--- config.mk ---
export PLATFORM = sky130hd
export DESIGN_NAME = sbus_frame_decoder_unit
export DESIGN_NICKNAME = d
export VERILOG_FILES = /design/src/rtl/core/sbus_pkg.sv /design/src/rtl/core/sbus_frame_decoder_unit.sv /design/src/rtl/core/sbus_scaler.sv
export VERILOG_INCLUDE_DIRS = /design/src /design/src/rtl/core
export SDC_FILE = /design/constraint.sdc
export NUM_CORES = 1
export LEC_CHECK = 0
export ABC_AREA = 1
export BUFFER_PORTS_ARGS = -buffer_cell sky130_fd_sc_hd__buf_4
export CAP_MARGIN = 20
export CORE_ASPECT_RATIO = 0.6
export CORE_MARGIN = 8
export CORE_UTILIZATION = 25
export DETAILED_ROUTE_END_ITERATION = 12
export PLACE_DENSITY = 0.38
export SLEW_MARGIN = 30
export SYNTH_ARGS = -nofsm -noshare
export SYNTH_HDL_FRONTEND = slang
export SYNTH_SLANG_ARGS = --single-unit
export TNS_END_PERCENT = 1
--- constraint.sdc ---
create_clock -name aclk -period 8.06 [get_ports aclk]
set_input_delay 0.403 -clock aclk [delete_from_list [all_inputs] [get_ports aclk]]
set_output_delay 0.403 -clock aclk [all_outputs]
set_load 0.01 [all_outputs]
--- src/rtl/core/sbus_frame_decoder_unit_assert.svh ---
// Assertion macros shared by the SBUS frame decoder RTL.
`ifndef SBUS_FRAME_DECODER_UNIT_ASSERT_SVH
`define SBUS_FRAME_DECODER_UNIT_ASSERT_SVH

// Same-cycle implication, disabled while reset is asserted
`define SBUS_ASSERT_SAME(label, clk, rstn, ante, cons, msg) \
    label: assert property (@(posedge clk) disable iff (!(rstn)) (ante) |-> (cons)) \
        else $error(msg);

// Next-cycle implication, disabled while reset is asserted
`define SBUS_ASSERT_NEXT(label, clk, rstn, ante, cons, msg) \
    label: assert property (@(posedge clk) disable iff (!(rstn)) (ante) |=> (cons)) \
        else $error(msg);

`endif

--- src/rtl/core/sbus_pkg.sv ---
// Package: types, constants and state encoding of the SBUS frame decoder.
`default_nettype none

package sbus_pkg;

    // Frame layout
    localparam int unsigned POS_W        = 5;
    localparam logic [4:0]  LAST_POS     = 5'd24;
    localparam logic [4:0]  FLAG_POS     = 5'd23;
    localparam logic [4:0]  FIRST_DATA   = 5'd1;
    localparam logic [4:0]  DATA_END     = 5'd23;
    localparam logic [7:0]  START_BYTE   = 8'h0F;
    localparam logic [7:0]  END_BYTE     = 8'h00;

    // Channel unpacking
    localparam int unsigned CHAN_BITS    = 11;
    localparam int unsigned BUF_W        = 18;
    localparam int unsigned CNT_W        = 5;
    localparam logic [3:0]  LAST_CHAN    = 4'd15;

    // Scaling to Q1.14
    localparam logic [10:0] CLAMP_LO     = 11'd172;
    localparam logic [10:0] CLAMP_HI     = 11'd1811;
    localparam logic [10:0] SPAN         = 11'd1639;
    localparam int unsigned FRAC_BITS    = 14;
    localparam int unsigned EST_W        = 15;
    localparam int unsigned RECIP_SHIFT  = 11;
    // floor(2^(RECIP_SHIFT+FRAC_BITS) / SPAN)
    localparam logic [14:0] RECIP_MUL    = 15'd20472;

    typedef struct packed {
        logic [7:0]  rx_byte;
        logic [63:0] arrival_time;
    } sbus_in_t;

    typedef struct packed {
        logic [3:0]         channel_index;
        logic [10:0]        raw_value;
        logic signed [15:0] scaled_value;
        logic               digital_one;
        logic               digital_two;
        logic               lost_frame;
        logic               failsafe_active;
        logic [31:0]        frame_number;
        logic [63:0]        frame_time;
        logic               last_channel;
    } sbus_out_t;

    typedef enum logic [2:0] {
        ST_RECV,
        ST_FLAG_RD,
        ST_FLAG_CAP,
        ST_UNPACK,
        ST_ACCUM,
        ST_SCALE,
        ST_EMIT
    } sbus_state_t;

endpackage

`default_nettype wire

--- src/rtl/core/sbus_frame_decoder_unit.sv ---
// SBUS frame decoder top level: frame store, bit unpacker and result register.
//
// Receives SBUS bytes, one transaction per cycle while collecting a frame. Bytes
// other than 0x0F are dropped until a start byte arrives; that byte and the next
// 24 go into a 25-entry frame memory. A frame that closes with 0x00 bumps the
// good-frame count and is decoded into 16 channel results, channel 0 first;
// other frames are dropped. While decoding, s_ready is low. Decoding walks the
// memory through its single registered read port: the flag byte first, then the
// 22 data bytes one read each into a bit buffer, and each 11-bit channel passes
// through a three-stage scaler. After a good frame's closing byte, input is taken
// again once the flags are read, the data bytes fetched and each channel extracted,
// scaled and loaded into the output register; output stalls add to that time.
// There is no clearing pass after reset.
`default_nettype none

module sbus_frame_decoder_unit (
    input  wire logic               aclk,
    input  wire logic               aresetn,
    input  wire logic               s_valid,
    output logic                    s_ready,
    input  wire sbus_pkg::sbus_in_t s_data,
    output logic                    m_valid,
    input  wire logic               m_ready,
    output sbus_pkg::sbus_out_t     m_data
);

    `include "sbus_frame_decoder_unit_assert.svh"

    sbus_pkg::sbus_state_t state_reg, state_next;

    logic [7:0]  frame_mem [0:24];
    logic [7:0]  rd_data_reg;
    logic [4:0]  rd_addr;

    logic [4:0]  pos_reg;
    logic [31:0] good_frames_reg;
    logic [63:0] frame_time_reg;
    logic [3:0]  flags_reg;
    logic [sbus_pkg::BUF_W-1:0] bitbuf_reg;
    logic [sbus_pkg::CNT_W-1:0] bitcnt_reg;
    logic [4:0]  byte_addr_reg;
    logic [3:0]  chan_reg;
    logic [10:0] raw_reg;
    logic        m_valid_reg;
    sbus_pkg::sbus_out_t m_data_reg;

    logic        in_take;
    logic        byte_store;
    logic        frame_done;
    logic        frame_good;
    logic        have_chan;
    logic        out_free;
    logic        do_fetch;
    logic        do_accum;
    logic        do_flags;
    logic        do_extract;
    logic        emit_load;

    logic        scale_done;
    logic signed [15:0] scale_value;

    // Input qualification
    assign in_take    = s_valid && s_ready;
    assign byte_store = in_take && ((pos_reg != 5'd0) || (s_data.rx_byte == sbus_pkg::START_BYTE));
    assign frame_done = byte_store && (pos_reg == sbus_pkg::LAST_POS);
    assign frame_good = frame_done && (s_data.rx_byte == sbus_pkg::END_BYTE);
    assign have_chan  = bitcnt_reg >= sbus_pkg::CNT_W'(sbus_pkg::CHAN_BITS);
    assign out_free   = !m_valid_reg || m_ready;

    // Next state
    always_comb begin
        state_next = state_reg;
        case (state_reg)
            sbus_pkg::ST_RECV: begin
                if (frame_good) begin
                    state_next = sbus_pkg::ST_FLAG_RD;
                end
            end
            sbus_pkg::ST_FLAG_RD:  state_next = sbus_pkg::ST_FLAG_CAP;
            sbus_pkg::ST_FLAG_CAP: state_next = sbus_pkg::ST_UNPACK;
            sbus_pkg::ST_UNPACK: begin
                state_next = have_chan ? sbus_pkg::ST_SCALE : sbus_pkg::ST_ACCUM;
            end
            sbus_pkg::ST_ACCUM:    state_next = sbus_pkg::ST_UNPACK;
            sbus_pkg::ST_SCALE: begin
                if (scale_done) begin
                    state_next = sbus_pkg::ST_EMIT;
                end
            end
            sbus_pkg::ST_EMIT: begin
                if (out_free) begin
                    state_next = (chan_reg == sbus_pkg::LAST_CHAN) ? sbus_pkg::ST_RECV
                                                                   : sbus_pkg::ST_UNPACK;
                end
            end
            default:               state_next = sbus_pkg::ST_RECV;
        endcase
    end

    // State outputs
    always_comb begin
        s_ready    = 1'b0;
        rd_addr    = 5'd0;
        do_fetch   = 1'b0;
        do_accum   = 1'b0;
        do_flags   = 1'b0;
        do_extract = 1'b0;
        emit_load  = 1'b0;
        case (state_reg)
            sbus_pkg::ST_RECV:     s_ready = 1'b1;
            sbus_pkg::ST_FLAG_RD:  rd_addr = sbus_pkg::FLAG_POS;
            sbus_pkg::ST_FLAG_CAP: do_flags = 1'b1;
            sbus_pkg::ST_UNPACK: begin
                if (have_chan) begin
                    do_extract = 1'b1;
                end else begin
                    do_fetch = 1'b1;
                    rd_addr  = byte_addr_reg;
                end
            end
            sbus_pkg::ST_ACCUM:    do_accum = 1'b1;
            sbus_pkg::ST_SCALE:    ;
            sbus_pkg::ST_EMIT:     emit_load = out_free;
            default:               ;
        endcase
    end

    always_ff @(posedge aclk) begin
        if (!aresetn) begin
            state_reg <= sbus_pkg::ST_RECV;
        end else begin
            state_reg <= state_next;
        end
    end

    // Frame memory: one write port from the input, one registered read port
    always_ff @(posedge aclk) begin
        if (byte_store) begin
            frame_mem[pos_reg] <= s_data.rx_byte;
        end
        rd_data_reg <= frame_mem[rd_addr];
    end

    // Byte position and good-frame count
    always_ff @(posedge aclk) begin
        if (!aresetn) begin
            pos_reg         <= 5'd0;
            good_frames_reg <= 32'd0;
        end else begin
            if (frame_done) begin
                pos_reg <= 5'd0;
            end else if (byte_store) begin
                pos_reg <= pos_reg + 5'd1;
            end
            if (frame_good) begin
                good_frames_reg <= good_frames_reg + 32'd1;
            end
        end
    end

    // Decode sequencing: bit buffer, read address, channel number
    always_ff @(posedge aclk) begin
        if (!aresetn) begin
            bitcnt_reg    <= '0;
            byte_addr_reg <= sbus_pkg::FIRST_DATA;
            chan_reg      <= 4'd0;
        end else begin
            if (do_flags) begin
                bitcnt_reg    <= '0;
                byte_addr_reg <= sbus_pkg::FIRST_DATA;
                chan_reg      <= 4'd0;
            end
            if (do_fetch) begin
                byte_addr_reg <= byte_addr_reg + 5'd1;
            end
            if (do_accum) begin
                bitcnt_reg <= bitcnt_reg + sbus_pkg::CNT_W'(8);
            end
            if (do_extract) begin
                bitcnt_reg <= bitcnt_reg - sbus_pkg::CNT_W'(sbus_pkg::CHAN_BITS);
            end
            if (emit_load) begin
                chan_reg <= chan_reg + 4'd1;
            end
        end
    end

    // Decode payload registers
    always_ff @(posedge aclk) begin
        if (frame_good) begin
            frame_time_reg <= s_data.arrival_time;
        end
        if (do_flags) begin
            flags_reg  <= rd_data_reg[3:0];
            bitbuf_reg <= '0;
        end
        if (do_accum) begin
            bitbuf_reg <= bitbuf_reg
                | (sbus_pkg::BUF_W'(rd_data_reg) << bitcnt_reg[3:0]);
        end
        if (do_extract) begin
            raw_reg    <= bitbuf_reg[10:0];
            bitbuf_reg <= bitbuf_reg >> sbus_pkg::CHAN_BITS;
        end
    end

    sbus_scaler u_scaler (
        .aclk    (aclk),
        .aresetn (aresetn),
        .start   (do_extract),
        .raw     (bitbuf_reg[10:0]),
        .done    (scale_done),
        .value   (scale_value)
    );

    // Result register
    always_ff @(posedge aclk) begin
        if (!aresetn) begin
            m_valid_reg <= 1'b0;
        end else if (emit_load) begin
            m_valid_reg <= 1'b1;
        end else if (m_ready) begin
            m_valid_reg <= 1'b0;
        end
    end

    always_ff @(posedge aclk) begin
        if (emit_load) begin
            m_data_reg.channel_index   <= chan_reg;
            m_data_reg.raw_value       <= raw_reg;
            m_data_reg.scaled_value    <= scale_value;
            m_data_reg.digital_one     <= flags_reg[0];
            m_data_reg.digital_two     <= flags_reg[1];
            m_data_reg.lost_frame      <= flags_reg[2];
            m_data_reg.failsafe_active <= flags_reg[3];
            m_data_reg.frame_number    <= good_frames_reg;
            m_data_reg.frame_time      <= frame_time_reg;
            m_data_reg.last_channel    <= (chan_reg == sbus_pkg::LAST_CHAN);
        end
    end

    assign m_valid = m_valid_reg;
    assign m_data  = m_data_reg;

    // Checks
    `SBUS_ASSERT_SAME(a_last_flag, aclk, aresetn, m_valid_reg,
        m_data_reg.last_channel == (m_data_reg.channel_index == sbus_pkg::LAST_CHAN),
        "last_channel disagrees with channel_index")
    `SBUS_ASSERT_SAME(a_accum_room, aclk, aresetn, state_reg == sbus_pkg::ST_ACCUM,
        bitcnt_reg < sbus_pkg::CNT_W'(sbus_pkg::CHAN_BITS),
        "bit buffer overfilled on fetch")
    `SBUS_ASSERT_SAME(a_frame_used, aclk, aresetn, emit_load && (chan_reg == sbus_pkg::LAST_CHAN),
        (byte_addr_reg == sbus_pkg::DATA_END) && (bitcnt_reg == '0),
        "frame bytes not consumed exactly at last channel")
    `SBUS_ASSERT_NEXT(a_count_step, aclk, aresetn, frame_good,
        good_frames_reg == $past(good_frames_reg) + 32'd1,
        "good-frame count did not advance by one")

endmodule

`default_nettype wire

--- src/rtl/core/sbus_scaler.sv ---
// Three-stage clamp and scale of an 11-bit channel value to signed Q1.14.
`default_nettype none

module sbus_scaler (
    input  wire logic               aclk,
    input  wire logic               aresetn,
    input  wire logic               start,
    input  wire logic [10:0]        raw,
    output logic                    done,
    output logic signed [15:0]      value
);

    logic        va_reg, vb_reg, vc_reg;
    logic        neg_a_reg, neg_b_reg;
    logic [10:0] d_a_reg, d_b_reg;
    logic [sbus_pkg::EST_W-1:0] est_reg;
    logic signed [15:0] value_reg;

    logic [10:0] clamped;
    logic [11:0] twice;
    logic        neg;
    logic [11:0] span_diff;
    logic [25:0] prod;
    logic [25:0] num;
    logic [25:0] back;
    logic [25:0] rem;
    logic        corr;
    logic [sbus_pkg::EST_W-1:0] quot;
    logic [15:0] quot_ext;

    // Stage A: clamp, distance from mid-span and its sign
    always_comb begin
        if (raw < sbus_pkg::CLAMP_LO) begin
            clamped = sbus_pkg::CLAMP_LO;
        end else if (raw > sbus_pkg::CLAMP_HI) begin
            clamped = sbus_pkg::CLAMP_HI;
        end else begin
            clamped = raw;
        end
        twice     = {clamped - sbus_pkg::CLAMP_LO, 1'b0};
        neg       = twice < {1'b0, sbus_pkg::SPAN};
        span_diff = neg ? ({1'b0, sbus_pkg::SPAN} - twice)
                        : (twice - {1'b0, sbus_pkg::SPAN});
    end

    // Stage B: reciprocal estimate, low by at most one
    assign prod = 26'(d_a_reg) * 26'(sbus_pkg::RECIP_MUL);

    // Stage C: remainder check and sign
    always_comb begin
        num      = 26'(d_b_reg) << sbus_pkg::FRAC_BITS;
        back     = 26'(est_reg) * 26'(sbus_pkg::SPAN);
        rem      = num - back;
        corr     = rem >= 26'(sbus_pkg::SPAN);
        quot     = est_reg + {{(sbus_pkg::EST_W-1){1'b0}}, corr};
        quot_ext = {1'b0, quot};
    end

    always_ff @(posedge aclk) begin
        if (!aresetn) begin
            va_reg <= 1'b0;
            vb_reg <= 1'b0;
            vc_reg <= 1'b0;
        end else begin
            va_reg <= start;
            vb_reg <= va_reg;
            vc_reg <= vb_reg;
        end
    end

    always_ff @(posedge aclk) begin
        if (start) begin
            neg_a_reg <= neg;
            d_a_reg   <= span_diff[10:0];
        end
        if (va_reg) begin
            neg_b_reg <= neg_a_reg;
            d_b_reg   <= d_a_reg;
            est_reg   <= prod[sbus_pkg::RECIP_SHIFT +: sbus_pkg::EST_W];
        end
        if (vb_reg) begin
            value_reg <= neg_b_reg ? $signed(16'd0 - quot_ext) : $signed(quot_ext);
        end
    end

    assign done  = vc_reg;
    assign value = value_reg;

endmodule

`default_nettype wire
## Word-level counts from Yosys, hierarchy flattened

Memories as Yosys holds them, arrays and structs flattened. A register that Yosys moved wholly into a read port is not among the register bits.
Index checks and enable logic that the tools add are counted.

| cells by class | value |
|---|---|
| add/subtract/negate cells | 12 |
| multipliers | 2 |
| $lt $le $gt $ge | 5 |
| equality and inequality tests | 12 |
| shift-type cells | 1 |
| multiplexer cells | 34 |
| bitwise gates (word level) | 2 |
| reduce and logical (&&, ||, !) cells | 18 |

Operator list:

| operator | count |
|---|---|
| $mux W18 | 2 |
| $mux W11 | 3 |
| $add A32 B1 Y32 const B | 1 |
| $mux W5 | 6 |
| $ge A26 B11 Y1 const B | 1 |
| $mul A15 B11 Y26 const B | 1 |
| $sub A25 B26 Y26 | 1 |
| $mul A11 B12 Y23 const B | 1 |
| $or A18 B18 Y18 | 1 |
| $pmux W3 S6 | 1 |
| $shl A8 B4 Y18 | 1 |
| $sub A1 B15 Y16 const A | 1 |
| $add A15 B1 Y15 | 1 |
| $mux W15 | 1 |
| $mux W1 | 13 |
| $lt A12 B11 Y1 const B | 1 |
| $gt A11 B11 Y1 const B | 1 |
| $lt A11 B8 Y1 const B | 1 |
| $sub A11 B11 Y11 const A | 1 |
| $sub A11 B11 Y11 const B | 1 |
| $sub A11 B8 Y11 const B | 1 |
| $add A5 B1 Y5 const B | 2 |
| $pmux W5 S2 | 1 |
| $eq A3 B3 Y1 const B | 3 |
| other kinds (26) | 39 |

| storage, ports and cells | value |
|---|---|
| bits in registers | 342 |
| memory bits (writable) | 200 |
| input port bits | 76 |
| output and inout port bits | 134 |
| word-level logic and storage cells | 119 |
| memories kept | 1 |

Memories:

| name | depth | width | rd ports | clocked after Yosys merged registers in | wr ports | RTL line | source |
|---|---|---|---|---|---|---|---|
| frame_mem | 25 | 8 | 1 | 1 | 1 | sbus_frame_decoder_unit.sv:31 | `logic [7:0] frame_mem [0:24];` |

## Longest topological paths before layout

| depth | value |
|---|---|
| depth in word-level cells | 8 |
| mapped depth | 36 |
| gate-level depth less buffers | 36 |

## Cells and area by module

From an unflattened synthesis, not the netlist that was laid out.

| second synthesis, totals | value |
|---|---|
| cell total of the unflattened synthesis | 2835 |
| area total of the unflattened synthesis | 29220.5 um^2 |

Modules (own cells, without submodules):

| module | times used | cells each | area each (um^2) | sequential area each (um^2) |
|---|---|---|---|---|
| sbus_frame_decoder_unit | 1 | 1700 | 19666.4 | 14033.5 |
| sbus_scaler | 1 | 1135 | 9554.2 | 1651.6 |

## Worst setup path before layout

Ideal clock, no wire load.

| timing | value |
|---|---|
| path kind | flip-flop to flip-flop |
| start point | register state_reg[1] |
| end point | register chan_reg[3] |
| setup time | 132 ps |
| arrival | 7049 ps |
| data required time | 7928 ps |
| slack | 879 ps |
| stages on the path, launching flop included | 8 |
| path buffers | 0 |
| clock period less this slack | 7181 ps |
| cell sequence | dfxtp_1 > inv_1 > nor3_1 > inv_1 > nor2_1 > nor2_1 > nand2_1 > a21oi_1 |

| on the way | value |
|---|---|
| longest elaborated chain between the ends | 3 |
| elaborated cells between the ends (all ways) | 6 |
| those cells by class | 2 x eq/ne; 3 x mux; 1 x reduce/logical |

Ends and longest elaborated chain:

| what | RTL line | source |
|---|---|---|
| start, declared | sbus_frame_decoder_unit.sv:29 | `sbus_pkg::sbus_state_t state_reg, state_next;` |
| start signal, assigned | sbus_frame_decoder_unit.sv:130 | `state_reg <= sbus_pkg::ST_RECV;` |
| start signal, assigned | sbus_frame_decoder_unit.sv:132 | `state_reg <= state_next;` |
| $eq A3 B3 Y1 * | sbus_frame_decoder_unit.sv:109 | `case (state_reg)` |
| $mux W1 * | sbus_frame_decoder_unit.sv:109 |  |
| net emit_load | sbus_frame_decoder_unit.sv:57 | `logic emit_load;` |
| $mux W4 / $reduce_bool A2 Y1 (equally long branches) | -- |  |
| end signal, assigned | sbus_frame_decoder_unit.sv:183 | `chan_reg <= chan_reg + 4'd1;` |
| end, declared | sbus_frame_decoder_unit.sv:42 | `logic [3:0] chan_reg;` |

The timed path passes the listed nets; every way through them passes the cells marked *.
A chain may end at the register's enable or synchronous reset.

## Final worst setup path

| timing | value |
|---|---|
| start point | register u_scaler.est_reg[2] in the netlist's numbering |
| end point | register u_scaler.value_reg[14], in the netlist u_scaler.value[14] (data pin) |

| on the way | value |
|---|---|
| longest elaborated chain between the ends | 6 |

Ends and longest elaborated chain:

| what | RTL line | source |
|---|---|---|
| start, declared | sbus_scaler.sv:16 | `logic [sbus_pkg::EST_W-1:0] est_reg;` |
| start signal, assigned | sbus_scaler.sv:79 | `est_reg <= prod[sbus_pkg::RECIP_SHIFT +: sbus_pkg::EST_W];` |
| $mul A15 B11 Y26 | sbus_scaler.sv:52 | `back = 26'(est_reg) * 26'(sbus_pkg::SPAN);` |
| $sub A25 B26 Y26 | sbus_scaler.sv:53 | `rem = num - back;` |
| $ge A26 B11 Y1 | sbus_scaler.sv:54 | `corr = rem >= 26'(sbus_pkg::SPAN);` |
| $add A15 B1 Y15 * | sbus_scaler.sv:55 | `quot = est_reg + {{(sbus_pkg::EST_W-1){1'b0}}, corr};` |
| $sub A1 B15 Y16 | sbus_scaler.sv:82 | `value_reg <= neg_b_reg ? $signed(16'd0 - quot_ext) : $signed(quot_ext);` |
| $mux W15 * | sbus_scaler.sv:82 |  |
| end signal, assigned | sbus_scaler.sv:82 |  |
| end, declared | sbus_scaler.sv:17 | `logic signed [15:0] value_reg;` |

Mark *: on every way between the ends. The rest lies on a longest branch, timed or not.

==> flow_summary_export.csv <==
group,metric,value,unit
outcome,status,"finished clean",
worst_setup_path,required,8.42,ns
worst_setup_path,rr_endpoint,"u_scaler.value[14]",
sta,final-setup-viol-count,0,
floorplan,start_util,25.2,%
power_and_ir_drop,power_density,171,nW/um2
floorplan,core,114000,um2
cells_and_area,fin_util,30.3,%
yosys,synthMuxAreaShare,0.0347,%
clock_network,ctsLongestPathBuffers,3,
cells_and_area,multiInputGateArea,11200,um2
clock_network,cts_repair_resize_count,0,
cells_and_area,regArea,15700,um2
drt,dr.pass1.iters,5,
cells_and_area,area_growth,20.1,%
place,dp_slack,0.685,ns
clock_network,clock-root-buffer,"clkbuf_16",
worst_setup_path,path_common_cell,"inv_1",
global_route,antenna_found_initial,1,
yosys,ys_ff_latch,548,
drt,postRouteAntennaNets,0,
drt,vias,19600,
floorplan,pin_count,210,
drt,wirelength,78300,um
worst_setup_path,cp_slowest_stage_delay,0.56,ns
yosys,syn-instance-count,2716,
drt,detail_route.wl_per_cell,17.1,um
sta,relSlewSlack,38.0,%
clock_network,cts_tree,"done",
clock_network,cts.reportedPaths.clkPinSlew,0.07,ns
worst_setup_path,end_kind,"flip-flop",
yosys,synthArstFlopShare,0,%
yosys,yosysSeqAreaShare,54.4,%
clock_network,cts_buffers,57,
yosys,avgSynthCellArea,10.6,um2
worst_setup_path,rrSetupSlack,0.67,ns
sta,tightest_slew,0.926,ns
worst_setup_path,path_delay_family,"adder cells",
worst_hold_path,holdCritPathClass,"primary input to flip-flop",
yosys,synth_top_family_by_area,"simple AND/OR/NAND/NOR gates",
sta,rsz0062_at_grt,"false",
cells_and_area,largest_reg_flops,200,
place,portBuffers,209,
worst_setup_path,crit_path_start,"u_scaler.est_reg[2]",
place,gp_congestion,0.854,
worst_setup_path,cp.depth,30,
sta,clock.fmax,135,MHz
cells_and_area,nets,3358,
floorplan,fp.dieArea,127000,um2
sta,period_share,91.7,%
yosys,synth_nets,3073,
yosys,synth_cell_types,64,
yosys,yosysWarnings,0,
cells_and_area,final_cell_area,34600,um2
yosys,synth_edf_count,471,
worst_setup_path,endpoint,"u_scaler.value[14]",
sta,period_minus_slack,7.39,ns
power_and_ir_drop,p_leak,14.0,nW
place,postPlaceCellArea,32100,um2
global_route,grt_max_degree,118,
clock_network,cts_max_level,2,
place,hpwl,57800,um
worst_setup_path,arrival,7.75,ns
floorplan,die_x,454,um
yosys,synth_adder_area_share,14.9,%
global_route,grt_overflow,0,
cells_and_area,drive_above_1_share,12.0,%
drt,drc,0,
yosys,synth-simple-area-share,15.3,%
global_route,grt_pass1_vias,19400,
sta,layout_setup_ws,0.666,ns
yosys,synth_compound_area_share,5.81,%
sta,finalHoldViolations,0,
sta,finClkSkew,0.0462,ns
global_route,track_usage,12.0,%
sta,final-max-slew-violation-count,0,
drt,drt-initial-drc-count,1309,
floorplan,die_h,279,um
clock_network,clk_latency,0.65,ns
drt,viasPerCell,4.29,
yosys,synth_flop_cell,"edfxtp_1",
sta,hold_slack,0.0798,ns
cells_and_area,final_cell_mix,"nand2_1 (626), edfxtp_1 (471), inv_1 (415)",
worst_setup_path,crit_buf_inv,6,
cells_and_area,antenna_cells,0,
worst_setup_path,cp_slowest_cell,"edfxtp_1",
clock_network,cts_sinks,548,
worst_setup_path,reg2reg_from,"u_scaler.est_reg[2]",
sta,setup-tns-final,0,ns
worst_setup_path,critPathLaunchType,"flip-flop",
yosys,synth_xor_area_share,2.67,%
cells_and_area,num-fill-cells,11900,
global_route,grt_pass1_wl,120000,um
floorplan,rows,96,
cells_and_area,mostFrequentLayoutCell,"nand2_1",
power_and_ir_drop,peakVddDrop,0.160,mV
worst_setup_path,worstPathMaxFanout,8,
worst_setup_path,critPathKind,"flip-flop to flip-flop",
run,cap_violations,0,
worst_setup_path,worstRegToRegCells,30,
yosys,netlist_area,28800,um2
layer usage:
layer | part of all wire, % | track usage [%] | wire length (um)
met1 | 53 | 19.0 | 41600
met2 | 40 | 16.9 | 31700
met5 | 0 | 0 | 0
met4 | 1.5 | 2.10 | 1180
met3 | 4.9 | 2.40 | 3850
metrics by stage:
step | total power, mW | std cells
2_1_floorplan | 3.22 | 2716
6_report | 5.93 | 4569
3_3_place_gp | 3.30 | 4393
3_5_place_dp | 3.30 | 4396
5_1_grt | 6.16 | 4569
4_1_cts | 6.04 | 4568
kinds of logic after synthesis:
kind of cell    Yosys count
compound gates          277
xor+xnor                 87
fa+ha+maj               281
buf+inv                 488
flops                   548
mux                       1
simple gates           1034
area by class of cell:
class | count | share of cell area [%]
flip-flops and latches | 548 | 45.3
multi-input cells | 1680 | 32.3
repair buffers | 285 | 6.82
well taps | 1519 | 5.49
inverters | 429 | 4.67
clock buffers | 81 | 4.59
clock inverters | 27 | 0.824
cells in the mapped netlist, types with 7 or more instances:
| cell | instances | area (um2) |
|---|---|---|
| or2_1 | 8 | 50.1 |
| nor2_1 | 133 | 499 |
| nand3b_1 | 7 | 52.6 |
| ha_1 | 178 | 2230 |
| xor2_1 | 63 | 552 |
| nor4_1 | 10 | 62.6 |
| o21ai_0 | 65 | 325 |
| clkbuf_1 | 20 | 75.1 |
| edfxtp_1 | 471 | 14100 |
| nand2_2 | 11 | 68.8 |
| fa_1 | 103 | 2060 |
| inv_2 | 11 | 41.3 |
| o211ai_1 | 52 | 390 |
| nand4_1 | 20 | 125 |
| inv_1 | 416 | 1560 |
| nand3_1 | 149 | 746 |
| nor3_1 | 40 | 200 |
| or2_2 | 9 | 56.3 |
| nand2_1 | 626 | 2350 |
| a21oi_1 | 111 | 556 |
| dfxtp_1 | 77 | 1540 |
| buf_2 | 20 | 100 |
| xnor2_1 | 23 | 201 |
| buf_6 | 11 | 124 |
worst min-delay path by stage:
stage	startpoint	to	slack, ns	depth (start not counted)
6_report	aresetn	byte_addr_reg[0]	0.08	2
4_1_cts	aresetn	byte_addr_reg[0]	0.02	2
2_1_floorplan	flags_reg[0]	m_data[100]	0.40	0
3_5_place_dp	frame_time_reg[12]	m_data[13]	0.40	0
5_1_grt	aresetn	byte_addr_reg[0]	0.04	2
3_3_place_gp	frame_time_reg[13]	m_data[14]	0.40	0
repair_timing:
item / in CTS / in global routing
hold endpoints to repair: 64 / 0
hold buffers: 64 / 0
buffers inserted: 0 / 0
power breakdown:
group / leakage, nW / internal (mW) / switching [mW]
logic: 8.26 / 0.0760 / 0.114
clock network: 0.911 / 1.51 / 1.15
registers: 4.86 / 3.07 / 0.00570
total: 14.0 / 4.66 / 1.27
No activity file was read; power rests on OpenSTA's default activity.
